<file path="src/rtl/tbrl_pkg.sv">
// Shared constants, register codes and control types for the token bucket rate limiter.
package tbrl_pkg;

  localparam int TIME_WIDTH_DEF  = 48;
  localparam int TOKEN_WIDTH_DEF = 16;

  localparam int BURST_W    = 16;
  localparam int PERIOD_W   = 32;
  localparam int CFG_DATA_W = 32;
  localparam int CFG_IDX_W  = 1;

  localparam logic [CFG_IDX_W-1:0] CFG_BURST_SIZE    = 1'b0;
  localparam logic [CFG_IDX_W-1:0] CFG_REFILL_PERIOD = 1'b1;

  localparam logic [BURST_W-1:0]  BURST_RESET  = 16'd100;
  localparam logic [PERIOD_W-1:0] PERIOD_RESET = 32'd1000;

  typedef struct packed {
    logic capture;
    logic div_start;
    logic div_step;
    logic refill_div;
    logic refill_full;
    logic decide;
  } ctrl_cmd_t;

  typedef struct packed {
    logic period_zero;
    logic too_soon;
  } dp_status_t;

endpackage

</file>
<file path="src/rtl/tbrl_in_if.sv">
// Request channel: timestamp and requested token count with valid/ready.
interface tbrl_in_if #(
  parameter int TIME_WIDTH  = tbrl_pkg::TIME_WIDTH_DEF,
  parameter int TOKEN_WIDTH = tbrl_pkg::TOKEN_WIDTH_DEF
);
  logic                   valid;
  logic                   ready;
  logic [TIME_WIDTH-1:0]  now_time;
  logic [TOKEN_WIDTH-1:0] requested_tokens;

  modport source (output valid, output now_time, output requested_tokens, input ready);
  modport sink   (input valid, input now_time, input requested_tokens, output ready);
endinterface

</file>
<file path="src/rtl/tbrl_out_if.sv">
// Result channel: grant flag and remaining tokens with valid/ready.
interface tbrl_out_if #(
  parameter int TOKEN_WIDTH = tbrl_pkg::TOKEN_WIDTH_DEF
);
  logic                   valid;
  logic                   ready;
  logic                   granted;
  logic [TOKEN_WIDTH-1:0] tokens_left;

  modport source (output valid, output granted, output tokens_left, input ready);
  modport sink   (input valid, input granted, input tokens_left, output ready);
endinterface

</file>
<file path="src/rtl/tbrl_ctrl.sv">
// Controller: sequences capture, refill check, serial divide, refill and decision.
module tbrl_ctrl #(
  parameter int TIME_WIDTH = tbrl_pkg::TIME_WIDTH_DEF
) (
  input  logic                   clk,
  input  logic                   rst_n,
  input  logic                   in_valid,
  output logic                   in_ready,
  output logic                   out_valid,
  input  logic                   out_ready,
  input  tbrl_pkg::dp_status_t   status,
  output tbrl_pkg::ctrl_cmd_t    cmd
);

  localparam int CNT_W = (TIME_WIDTH > 1) ? $clog2(TIME_WIDTH) : 1;
  localparam logic [CNT_W-1:0] CNT_LAST = CNT_W'(TIME_WIDTH - 1);

  localparam logic [2:0] S_IDLE   = 3'd0;
  localparam logic [2:0] S_CHECK  = 3'd1;
  localparam logic [2:0] S_DIV    = 3'd2;
  localparam logic [2:0] S_REFILL = 3'd3;
  localparam logic [2:0] S_DECIDE = 3'd4;

  logic [2:0]       state_r, state_nxt;
  logic [CNT_W-1:0] cnt_r, cnt_nxt;
  logic             out_valid_r, out_valid_nxt;
  logic             slot_free;

  assign in_ready  = (state_r == S_IDLE);
  assign out_valid = out_valid_r;
  assign slot_free = !out_valid_r || out_ready;

  always_comb begin
    state_nxt = state_r;
    cnt_nxt   = cnt_r;
    cmd       = '0;
    unique case (state_r)
      S_IDLE: begin
        if (in_valid) begin
          cmd.capture = 1'b1;
          state_nxt   = S_CHECK;
        end
      end
      S_CHECK: begin
        if (status.period_zero) begin
          cmd.refill_full = 1'b1;
          state_nxt       = S_DECIDE;
        end else if (status.too_soon) begin
          state_nxt = S_DECIDE;
        end else begin
          cmd.div_start = 1'b1;
          cnt_nxt       = '0;
          state_nxt     = S_DIV;
        end
      end
      S_DIV: begin
        cmd.div_step = 1'b1;
        cnt_nxt      = cnt_r + CNT_W'(1);
        if (cnt_r == CNT_LAST) begin
          state_nxt = S_REFILL;
        end
      end
      S_REFILL: begin
        cmd.refill_div = 1'b1;
        state_nxt      = S_DECIDE;
      end
      S_DECIDE: begin
        if (slot_free) begin
          cmd.decide = 1'b1;
          state_nxt  = S_IDLE;
        end
      end
      default: begin
        state_nxt = S_IDLE;
      end
    endcase
  end

  assign out_valid_nxt = (out_valid_r && !out_ready) || cmd.decide;

  always_ff @(posedge clk) begin
    if (!rst_n) begin
      state_r     <= S_IDLE;
      cnt_r       <= '0;
      out_valid_r <= 1'b0;
    end else begin
      state_r     <= state_nxt;
      cnt_r       <= cnt_nxt;
      out_valid_r <= out_valid_nxt;
    end
  end

`ifndef SYNTHESIS
  a_decide_slot: assert property (@(posedge clk) disable iff (!rst_n)
    cmd.decide |-> (!out_valid_r || out_ready))
    else $error("result written while output slot occupied");

  a_div_len: assert property (@(posedge clk) disable iff (!rst_n)
    (state_r == S_DIV && cnt_r == CNT_LAST) |=> state_r == S_REFILL)
    else $error("divide did not end after full step count");

  a_accept_check: assert property (@(posedge clk) disable iff (!rst_n)
    (in_valid && in_ready) |=> (state_r == S_CHECK && !in_ready))
    else $error("accepted item did not start processing");

  a_one_cmd: assert property (@(posedge clk) disable iff (!rst_n)
    $onehot0(cmd))
    else $error("more than one datapath command at once");
`endif

endmodule

</file>
<file path="src/rtl/tbrl_dp.sv">
// Datapath: config registers, bucket state, serial divider and grant decision.
module tbrl_dp #(
  parameter int TIME_WIDTH  = tbrl_pkg::TIME_WIDTH_DEF,
  parameter int TOKEN_WIDTH = tbrl_pkg::TOKEN_WIDTH_DEF
) (
  input  logic                                clk,
  input  logic                                rst_n,
  input  logic                                cfg_we,
  input  logic [tbrl_pkg::CFG_IDX_W-1:0]      cfg_index,
  input  logic [tbrl_pkg::CFG_DATA_W-1:0]     cfg_wdata,
  input  logic [TIME_WIDTH-1:0]               now_time,
  input  logic [TOKEN_WIDTH-1:0]              requested_tokens,
  input  tbrl_pkg::ctrl_cmd_t                 cmd,
  output tbrl_pkg::dp_status_t                status,
  output logic                                granted,
  output logic [TOKEN_WIDTH-1:0]              tokens_left
);

  localparam int BW  = tbrl_pkg::BURST_W;
  localparam int PW  = tbrl_pkg::PERIOD_W;
  localparam int LW  = (BW > TOKEN_WIDTH) ? BW : TOKEN_WIDTH;
  localparam int EW  = (TIME_WIDTH > PW) ? TIME_WIDTH : PW;
  localparam int QW  = (TIME_WIDTH > TOKEN_WIDTH) ? TIME_WIDTH : TOKEN_WIDTH;

  localparam logic [LW-1:0] TOK_MAX = LW'({TOKEN_WIDTH{1'b1}});
  localparam logic [LW-1:0] RST_BURST_EXT = LW'(tbrl_pkg::BURST_RESET);
  localparam logic [LW-1:0] RST_LIMIT_EXT =
    (RST_BURST_EXT < TOK_MAX) ? RST_BURST_EXT : TOK_MAX;

  logic [BW-1:0]          burst_r;
  logic [PW-1:0]          period_r;
  logic [TOKEN_WIDTH-1:0] level_r, level_nxt;
  logic [TIME_WIDTH-1:0]  last_r;
  logic [TIME_WIDTH-1:0]  now_r;
  logic [TOKEN_WIDTH-1:0] want_r;
  logic [TIME_WIDTH-1:0]  elapsed_r;
  logic [PW-1:0]          rem_r;
  logic [TIME_WIDTH-1:0]  quo_r;
  logic                   granted_r;
  logic [TOKEN_WIDTH-1:0] tokens_left_r;

  logic [LW-1:0]          burst_ext;
  logic [LW-1:0]          limit_ext;
  logic [TOKEN_WIDTH-1:0] limit;
  logic [PW:0]            trial;
  logic                   trial_ge;
  logic [PW:0]            trial_diff;
  logic [QW-1:0]          quo_ext;
  logic [QW-1:0]          head_ext;
  logic                   fill_to_limit;

  assign burst_ext = LW'(burst_r);
  assign limit_ext = (burst_ext < TOK_MAX) ? burst_ext : TOK_MAX;
  assign limit     = limit_ext[TOKEN_WIDTH-1:0];

  assign status.period_zero = (period_r == '0);
  assign status.too_soon    = (EW'(elapsed_r) < EW'(period_r));

  assign trial      = {rem_r, quo_r[TIME_WIDTH-1]};
  assign trial_ge   = (trial >= {1'b0, period_r});
  assign trial_diff = trial - {1'b0, period_r};

  assign quo_ext       = QW'(quo_r);
  assign head_ext      = QW'(limit - level_r);
  assign fill_to_limit = (level_r >= limit) || (quo_ext >= head_ext);

  always_comb begin
    level_nxt = level_r;
    priority if (cmd.refill_full) begin
      level_nxt = limit;
    end else if (cmd.refill_div) begin
      level_nxt = fill_to_limit ? limit : (level_r + TOKEN_WIDTH'(quo_r));
    end else if (cmd.decide && (level_r >= want_r)) begin
      level_nxt = level_r - want_r;
    end
  end

  always_ff @(posedge clk) begin
    if (!rst_n) begin
      burst_r  <= tbrl_pkg::BURST_RESET;
      period_r <= tbrl_pkg::PERIOD_RESET;
      level_r  <= RST_LIMIT_EXT[TOKEN_WIDTH-1:0];
      last_r   <= '0;
    end else begin
      if (cfg_we) begin
        unique case (cfg_index)
          tbrl_pkg::CFG_BURST_SIZE:    burst_r  <= cfg_wdata[BW-1:0];
          tbrl_pkg::CFG_REFILL_PERIOD: period_r <= cfg_wdata[PW-1:0];
          default: ;
        endcase
      end
      level_r <= level_nxt;
      if (cmd.refill_full || cmd.refill_div) begin
        last_r <= now_r;
      end
    end
  end

  always_ff @(posedge clk) begin
    if (cmd.capture) begin
      now_r     <= now_time;
      want_r    <= requested_tokens;
      elapsed_r <= now_time - last_r;
    end
    if (cmd.div_start) begin
      rem_r <= '0;
      quo_r <= elapsed_r;
    end else if (cmd.div_step) begin
      rem_r <= trial_ge ? trial_diff[PW-1:0] : trial[PW-1:0];
      if (TIME_WIDTH > 1) begin
        quo_r <= {quo_r[TIME_WIDTH-2:0], trial_ge};
      end
    end
    if (cmd.decide) begin
      granted_r     <= (level_r >= want_r);
      tokens_left_r <= level_nxt;
    end
  end

  assign granted     = granted_r;
  assign tokens_left = tokens_left_r;

endmodule

</file>
<file path="src/rtl/token_bucket_rate_limiter.sv">
// Top level of the token bucket rate limiter: controller, datapath and channel wiring.
// Per item: capture, refill check, serial divide of the elapsed time by the period, refill,
// then decision; the divide and refill are skipped when the period has not yet elapsed, and a
// zero period fills the bucket instead. A new item is accepted only after the last is decided.
// Reset (synchronous, rst_n low): burst 100, period 1000, bucket full, last refill 0.
// A finished result waits in the output register while the next item is accepted.
module token_bucket_rate_limiter #(
  parameter int TIME_WIDTH  = tbrl_pkg::TIME_WIDTH_DEF,
  parameter int TOKEN_WIDTH = tbrl_pkg::TOKEN_WIDTH_DEF
) (
  input  logic                            clk,
  input  logic                            rst_n,
  input  logic                            cfg_we,
  input  logic [tbrl_pkg::CFG_IDX_W-1:0]  cfg_index,
  input  logic [tbrl_pkg::CFG_DATA_W-1:0] cfg_wdata,
  tbrl_in_if.sink                         in_ch,
  tbrl_out_if.source                      out_ch
);

  tbrl_pkg::ctrl_cmd_t  cmd;
  tbrl_pkg::dp_status_t status;

  tbrl_ctrl #(
    .TIME_WIDTH (TIME_WIDTH)
  ) u_ctrl (
    .clk       (clk),
    .rst_n     (rst_n),
    .in_valid  (in_ch.valid),
    .in_ready  (in_ch.ready),
    .out_valid (out_ch.valid),
    .out_ready (out_ch.ready),
    .status    (status),
    .cmd       (cmd)
  );

  tbrl_dp #(
    .TIME_WIDTH  (TIME_WIDTH),
    .TOKEN_WIDTH (TOKEN_WIDTH)
  ) u_dp (
    .clk              (clk),
    .rst_n            (rst_n),
    .cfg_we           (cfg_we),
    .cfg_index        (cfg_index),
    .cfg_wdata        (cfg_wdata),
    .now_time         (in_ch.now_time),
    .requested_tokens (in_ch.requested_tokens),
    .cmd              (cmd),
    .status           (status),
    .granted          (out_ch.granted),
    .tokens_left      (out_ch.tokens_left)
  );

endmodule
</file>
<file path="src/flat_wrapper.sv">
// flat-port wrapper written by rule: the top's interface ports become plain ports
module token_bucket_rate_limiter_flat 
#(
  parameter int TIME_WIDTH  = tbrl_pkg::TIME_WIDTH_DEF,
  parameter int TOKEN_WIDTH = tbrl_pkg::TOKEN_WIDTH_DEF
)
  (clk, rst_n, cfg_we, cfg_index, cfg_wdata, in_ch_valid, in_ch_now_time, in_ch_requested_tokens, in_ch_ready, out_ch_valid, out_ch_granted, out_ch_tokens_left, out_ch_ready);
  tbrl_in_if #(.TIME_WIDTH(TIME_WIDTH), .TOKEN_WIDTH(TOKEN_WIDTH)) in_ch_i ();
  tbrl_out_if #(.TOKEN_WIDTH(TOKEN_WIDTH)) out_ch_i ();
  input  logic clk;
  input  logic rst_n;
  input  logic cfg_we;
  input  logic [tbrl_pkg::CFG_IDX_W-1:0] cfg_index;
  input  logic [tbrl_pkg::CFG_DATA_W-1:0] cfg_wdata;
  input wire logic [$bits(in_ch_i.valid)-1:0] in_ch_valid;
  input wire logic [$bits(in_ch_i.now_time)-1:0] in_ch_now_time;
  input wire logic [$bits(in_ch_i.requested_tokens)-1:0] in_ch_requested_tokens;
  output wire logic [$bits(in_ch_i.ready)-1:0] in_ch_ready;
  output wire logic [$bits(out_ch_i.valid)-1:0] out_ch_valid;
  output wire logic [$bits(out_ch_i.granted)-1:0] out_ch_granted;
  output wire logic [$bits(out_ch_i.tokens_left)-1:0] out_ch_tokens_left;
  input wire logic [$bits(out_ch_i.ready)-1:0] out_ch_ready;
  assign in_ch_i.valid = in_ch_valid;
  assign in_ch_i.now_time = in_ch_now_time;
  assign in_ch_i.requested_tokens = in_ch_requested_tokens;
  assign in_ch_ready = in_ch_i.ready;
  assign out_ch_valid = out_ch_i.valid;
  assign out_ch_granted = out_ch_i.granted;
  assign out_ch_tokens_left = out_ch_i.tokens_left;
  assign out_ch_i.ready = out_ch_ready;
  token_bucket_rate_limiter #(.TIME_WIDTH(TIME_WIDTH), .TOKEN_WIDTH(TOKEN_WIDTH)) u_core (.clk(clk), .rst_n(rst_n), .cfg_we(cfg_we), .cfg_index(cfg_index), .cfg_wdata(cfg_wdata), .in_ch(in_ch_i), .out_ch(out_ch_i));
endmodule
</file>
<file path="config.mk">
export PLATFORM = sky130hd
export DESIGN_NAME = token_bucket_rate_limiter_flat
export DESIGN_NICKNAME = d
export VERILOG_FILES = /design/src/rtl/tbrl_pkg.sv /design/src/rtl/tbrl_in_if.sv /design/src/rtl/tbrl_out_if.sv /design/src/rtl/tbrl_ctrl.sv /design/src/rtl/tbrl_dp.sv /design/src/rtl/token_bucket_rate_limiter.sv /design/src/flat_wrapper.sv
export SDC_FILE = /design/constraint.sdc
export NUM_CORES = 1
export LEC_CHECK = 0
export ABC_AREA = 1
export BUFFER_PORTS_ARGS = -buffer_cell sky130_fd_sc_hd__buf_2
export CORE_MARGIN = 2
export CORE_UTILIZATION = 46
export DETAILED_ROUTE_END_ITERATION = 12
export GPL_ROUTABILITY_DRIVEN = 0
export GPL_TIMING_DRIVEN = 0
export PLACE_DENSITY = 0.65
export SETUP_SLACK_MARGIN = 0.4
export SYNTH_ARGS = -nofsm -noshare
export SYNTH_HDL_FRONTEND = slang
export SYNTH_HIERARCHICAL = 1
export SYNTH_SLANG_ARGS = --single-unit
</file>
<file path="constraint.sdc">
create_clock -name clk -period 10.4 [get_ports clk]
set_input_delay 2.08 -clock clk [delete_from_list [all_inputs] [get_ports clk]]
set_output_delay 2.08 -clock clk [all_outputs]
set_load 0.05 [all_outputs]
</file>
* Yosys cells after proc, flatten, opt, wreduce, memory -nomap -nowiden
Index checks and enable logic that the tools add are counted.
** Storage, ports and cells
- Logic and storage cells :: 81
- Register bits after elaboration :: 331
- Output and inout port bits :: 19
- Bits of input ports :: 102
** Cells by class
- Eq/ne operators :: 10
- Order comparisons :: 6
- Multiplexer cells :: 28
- Bitwise logic cells :: 1
- Add/sub/neg operators :: 6
- Reductions and logical operators :: 16
** Operators by type and width (count)
- $mux 48 :: 2
- $mux 16 :: 5
- $ge 48x48->1 :: 1
- $lt 48x32->1 :: 1
- $sub 48x48->48 :: 1
- $ge 33x32->1 :: 1
- $ge 16x16->1 :: 2
- $logic_not 32->1 :: 1
- $mux 32 :: 1
- $sub 32x32->32 :: 1
- $sub 16x16->17 :: 1
- $add 16x16->16 :: 1
- $lt 16x16->1 const B :: 1
- $sub 16x16->16 :: 1
- $mux 3 :: 5
- $pmux 3 s5 :: 1
- $mux 6 :: 2
- $pmux 6 s2 :: 1
- $mux 1 :: 11
- $ne 2x2->1 const B :: 5
- $add 6x1->6 const B :: 1
- $eq 3x2->1 const B :: 2
- $eq 6x6->1 const B :: 1
- $reduce_and 3->1 :: 2
- other kinds (9) :: 16

* Depth between registers and ports, before layout
- Word-level depth :: 8
- Gate-level depth with buffers :: 26
- Depth with buffers taken out :: 25

* Hierarchy
Netlist, hierarchy kept.
** By module, submodules not included
- tbrl_dp :: cells an instance 2843, instances 1, area an instance 21561.9 µm²
- tbrl_ctrl :: cells an instance 86, instances 1, area an instance 555.5 µm²

* Worst setup path before layout
Ideal clock, no wire load.
- Path type :: in2reg
- Start :: input port in_ch_valid
- End :: register u_core.u_dp.elapsed_r[0], enable pin
- Data arrival time :: 9.653 ns
- Cell stages on the path :: 2
- Required time :: 9.680 ns
- Path buffers :: 0
- Setup time :: 0.720 ns
- Slack :: 0.027 ns
- Cells stage by stage :: inv_1 -> nor3_1
** RTL lines
- start: declaration :: RTL line flat_wrapper.sv:15 : input wire logic [$bits(in_ch_i.valid)-1:0] in_ch_valid;
- end signal: assignment :: RTL line tbrl_dp.sv:103 : elapsed_r <= now_time - last_r;
- end: declaration :: RTL line tbrl_dp.sv:36 : logic [TIME_WIDTH-1:0] elapsed_r;

* Final worst setup path
- Start :: register u_core.u_dp.burst_r[0], in the netlist u_core/u_dp/burst_ext[0]
- End :: register u_core.u_dp.tokens_left_r[5], in the netlist u_core/u_dp/tokens_left[5] (data pin)
** On the way
- Word-level cells in the longest chain between the ends :: 8
- Elaborated cells on any way between the ends :: 9
- Those cells by class :: add/sub: 1; order compare: 3; mux: 4; reduce/logical: 1
** Ends and longest elaborated chain
- start: declaration :: RTL line tbrl_dp.sv:30 : logic [BW-1:0] burst_r;
- start signal: assignment :: RTL line tbrl_dp.sv:80 : burst_r <= tbrl_pkg::BURST_RESET;
- start signal: assignment :: RTL line tbrl_dp.sv:87 : tbrl_pkg::CFG_BURST_SIZE: burst_r <= cfg_wdata[BW-1:0];
- $lt 16x16->1 :: RTL line tbrl_dp.sv:53 : assign limit_ext = (burst_ext < TOK_MAX) ? burst_ext : TOK_MAX;
- $mux 16 (*) :: RTL line tbrl_dp.sv:53
- $sub 16x16->17 :: RTL line tbrl_dp.sv:64 : assign head_ext = QW'(limit - level_r);
- $ge 48x48->1 :: RTL line tbrl_dp.sv:65 : assign fill_to_limit = (level_r >= limit) || (quo_ext >= head_ext);
- $logic_or 1x1->1 :: RTL line tbrl_dp.sv:65
- $mux 16 :: RTL line tbrl_dp.sv:72 : level_nxt = fill_to_limit ? limit : (level_r + TOKEN_WIDTH'(quo_r));
- $mux 16 :: RTL line tbrl_dp.sv:71 : end else if (cmd.refill_div) begin
- $mux 16 (*) :: RTL line tbrl_dp.sv:69 : priority if (cmd.refill_full) begin
- net u_core.u_dp.level_nxt[5] :: RTL line tbrl_dp.sv:32 : logic [TOKEN_WIDTH-1:0] level_r, level_nxt;
- end signal: assignment :: RTL line tbrl_dp.sv:116 : tokens_left_r <= level_nxt;
- end: declaration :: RTL line tbrl_dp.sv:40 : logic [TOKEN_WIDTH-1:0] tokens_left_r;
The timed path passes the listed nets; every way through them passes the cells marked *.
A chain may end at the register's enable or synchronous reset.

==> results.sh <==
export IMPL_grtUsageTotal_pct=25.0
export IMPL_antenna_found_initial=2
export IMPL_slew_headroom_pct=20.8
export IMPL_drt_iter0_drc=1636
export IMPL_timing_worst_setup_path_type="reg -> reg"
export IMPL_dp_slack_ns=5.66
export IMPL_num_rows=80
export IMPL_areaGrowthSynthToFinish_pct=12.6
export IMPL_wl_um=62500
export IMPL_setup_tns_final_ns=0
export IMPL_initial_utilization_pct=46.4
export IMPL_status="finished clean"
export IMPL_drtAntennaViolNets=0
export IMPL_holdWs_ns=0.456
export IMPL_synth_cell_type_count=52
export IMPL_ys_top_cells_by_area="edfxtp_1 (24%), dfxtp_1 (14%), nand2_1 (13%)"
export IMPL_via_count=20000
export IMPL_crit_chain="inv_1, ha_1, fa_1, o21ai_0, a21oi_1, inv_1, a21oi_1, o221ai_2, buf_8, ha_1, a21oi_1, a21boi_1, nand2_1, nand2_1, nand2_1, nor2_1, buf_2, nand4_1, nand3_1, nand2_1, nand2_1, inv_1"
export IMPL_hold_class="reg -> reg"
export IMPL_startpoint_type="flop"
export IMPL_cts_tree="yes"
export IMPL_vias_per_cell=5.36
export IMPL_hpwl_um=50600
export IMPL_r2r_cells=22
export IMPL_r2r_start="u_core/u_dp/burst_ext[0]"
export IMPL_cp_top_family="compound AO/OA/AOI/OAI gates"
export IMPL_place_inst=3671
export IMPL_synth_seq_area_share_pct=38.0
export IMPL_synthCells=2929
export IMPL_cts_setup_buffers=0
export IMPL_post_route_period_util_pct=46.5
export IMPL_insertion_delay_ns=0.58
export IMPL_synth_seq_cells=331
export IMPL_htree_levels=2
export IMPL_timing_fmax_mhz=207
export IMPL_pwr_density_cell_nw_per_um2=228
export IMPL_layoutNonFillerInstCount=3742
export IMPL_place_area_um2=23700
export IMPL_wl_per_cell_um=16.7
export IMPL_worst_pin_slew_ns=1.19
export IMPL_cts_hold_buf=0
export IMPL_syn_avg_cell_area_um2=7.55
export IMPL_worstHoldStart="u_core/u_dp/last_r[15]"
export IMPL_finalHoldViolCount=0
export IMPL_crit_buf_inv=5
export IMPL_p_leak_nw=11.4
export IMPL_die_w_um=223
export IMPL_synth_largest_area_cell="edfxtp_1"
export IMPL_nNetsFinal=3410
export IMPL_setup_viol_count_final=0
export IMPL_drv_slew=0
export IMPL_cp_common_cell="nand2_1"
export IMPL_diodes=0
export IMPL_stdcell_area_um2=24900
export IMPL_ys_warn_count=6
export IMPL_drv_cap=0
export IMPL_drive_above_1_share_pct=8.12
export IMPL_cts_resized=0
export IMPL_max_stage_delay_ns=0.53
export IMPL_syn_nets=3242
export IMPL_numCtsBuffers=39
export IMPL_arrival_ns=5.14
export IMPL_clkTransAtPathRegs_ns=0.06
export IMPL_die_h_um=223
export IMPL_netlist_area_um2=22100
export IMPL_clock_root_buffer="clkbuf_16"
export IMPL_finalCriticalPeriod_ns=4.84
export IMPL_rsz0062_at_grt="false"
export IMPL_overflow=0
export IMPL_grt_max_degree=57
export IMPL_portBuffers=120
export IMPL_cp_max_fo=22
export IMPL_peakVddDrop_uv=198
export IMPL_grt_pass1_wl_um=99100
export IMPL_r2r_end="u_core/u_dp/tokens_left[5]"
export IMPL_first_pass_iters=6
export IMPL_layout_common_cells="nand2_1 (745), inv_1 (410), a21oi_1 (263)"
export IMPL_regToRegSetupSlack_ns=5.56
export IMPL_worst_slack_ns=5.56
export IMPL_crit_start="u_core/u_dp/burst_ext[0]"
export IMPL_final_common_cell="nand2_1"
export IMPL_drc=0
export IMPL_required_ns=10.71
export IMPL_synth_top_area_share_pct=24.0
export IMPL_crit_path_end_kind="flop"
export IMPL_skew_ns=0.0352
export IMPL_cts_sinks=331
export IMPL_min_to="u_core/u_dp/last_r[15]"
export IMPL_slowest_stage="o221ai_2"
export IMPL_io_pins=121
export IMPL_grt_pass1_vias=19100
export IMPL_whs_path_depth=2
export IMPL_die_area_um2=49900
export IMPL_coreArea_um2=47600
export IMPL_clk_path_buf_depth=3
cell usage after synthesis, drive strengths merged:
master  instances
xor2           43
nand2         753
a21o           18
buf            19
edfxtp        177
nand4          40
o221ai          4
nand3         148
inv           416
a211oi          3
fa              5
nor4           15
o211ai         32
xnor2          42
nor2          220
dfxtp         154
and2            3
o21ai         207
or2             5
nand3b          8
o22ai           3
o31ai           2
o21a           11
and3            2
nor3           24
clkinv          2
a21oi         268
or3             1
o21bai         12
clkbuf         60
ha            206
a31oi          20
a21boi          6
cells by family (layout without fill, tap and decap cells):
group,after synthesis,after routing,synth area share [%]
simple gates,1219,1219,22.9
flops,331,331,38.0
buf+inv,497,695,8.75
fa+ha+maj,211,211,12.1
xor+xnor,85,85,3.37
compound gates,586,586,14.9
flip-flops by register name (all words and copies together) (netlist names):
name and cells:
u_core/u_dp/burst_ext 16, u_core/u_dp/rem_r 32, u_core/u_dp/level_r 16, u_core/u_dp/now_r 48
u_core/u_dp/tokens_left 16, u_core/u_ctrl/out_valid 1, u_core/u_ctrl/state_r 3, u_core/u_dp/granted 1
u_core/u_dp/last_r 48, u_core/u_dp/period_r 32, u_core/u_dp/elapsed_r 48, u_core/u_ctrl/cnt_r 6
u_core/u_dp/want_r 16, u_core/u_dp/quo_ext 48
where the power goes:
group	internal (mW)	switching, mW	leakage [nW]
Sequential	1.65	0.139	2.94
Clock	0.766	0.563	0.603
Combinational	0.912	1.66	7.91
area by class of cell:
type / count / area [um^2]
buffer: 79 / 365
multi-input combinational: 2101 / 11800
fill: 4610 / 22700
clock inverter: 19 / 199
clock buffer: 52 / 1040
timing repair buffer: 127 / 756
sequential: 331 / 8400
tap: 615 / 769
inverter: 418 / 1570
worst register-to-register path: stages (launching register included):
cell      delay (ns)
dfxtp_1         0.32
inv_1           0.10
ha_1            0.23
fa_1            0.42
o21ai_0         0.45
a21oi_1         0.25
inv_1           0.10
a21oi_1         0.11
o221ai_2        0.53
buf_8           0.26
ha_1            0.27
a21oi_1         0.16
a21boi_1        0.20
nand2_1         0.09
nand2_1         0.07
nand2_1         0.05
nor2_1          0.23
buf_2           0.27
nand4_1         0.13
nand3_1         0.13
nand2_1         0.08
nand2_1         0.10
inv_1           0.05
metal layers:
| metal | vias to the layer above | share of wire, % | track usage (%) | wire length (um) |
|---|---|---|---|---|
| met1 | 9153 | 44 | 33.0 | 27700 |
| met4 | 0 | 4.3 | 10.7 | 2690 |
| met2 | 655 | 45 | 41.3 | 28000 |
| met3 | 155 | 6.5 | 3.49 | 4030 |
| met5 | - | 0 | 0 | 0 |
| li1 | 10100 | - | - | - |
per-stage QoR:
stage	total power, mW	utilization [%]
CTS	5.67	52.3
global placement	4.25	49.3
detailed placement	4.32	49.7
finish	5.68	52.3
global route	6.09	52.3
floorplan	3.65	-
how the worst max path moves through the flow:
stage | depth (start not counted) | to | slack [ns]
4_1_cts | 22 | u_core/u_dp/tokens_left[5] | 5.59
5_1_grt | 22 | u_core/u_dp/tokens_left[5] | 5.13
3_5_place_dp | 22 | u_core/u_dp/tokens_left[5] | 5.66
2_1_floorplan | 2 | u_core/u_dp/elapsed_r[0] | 3.38
6_report | 22 | u_core/u_dp/tokens_left[5] | 5.56
3_3_place_gp | 3 | u_core/u_dp/now_r[35] | 1.52
(Power assumes the default switching activity.)
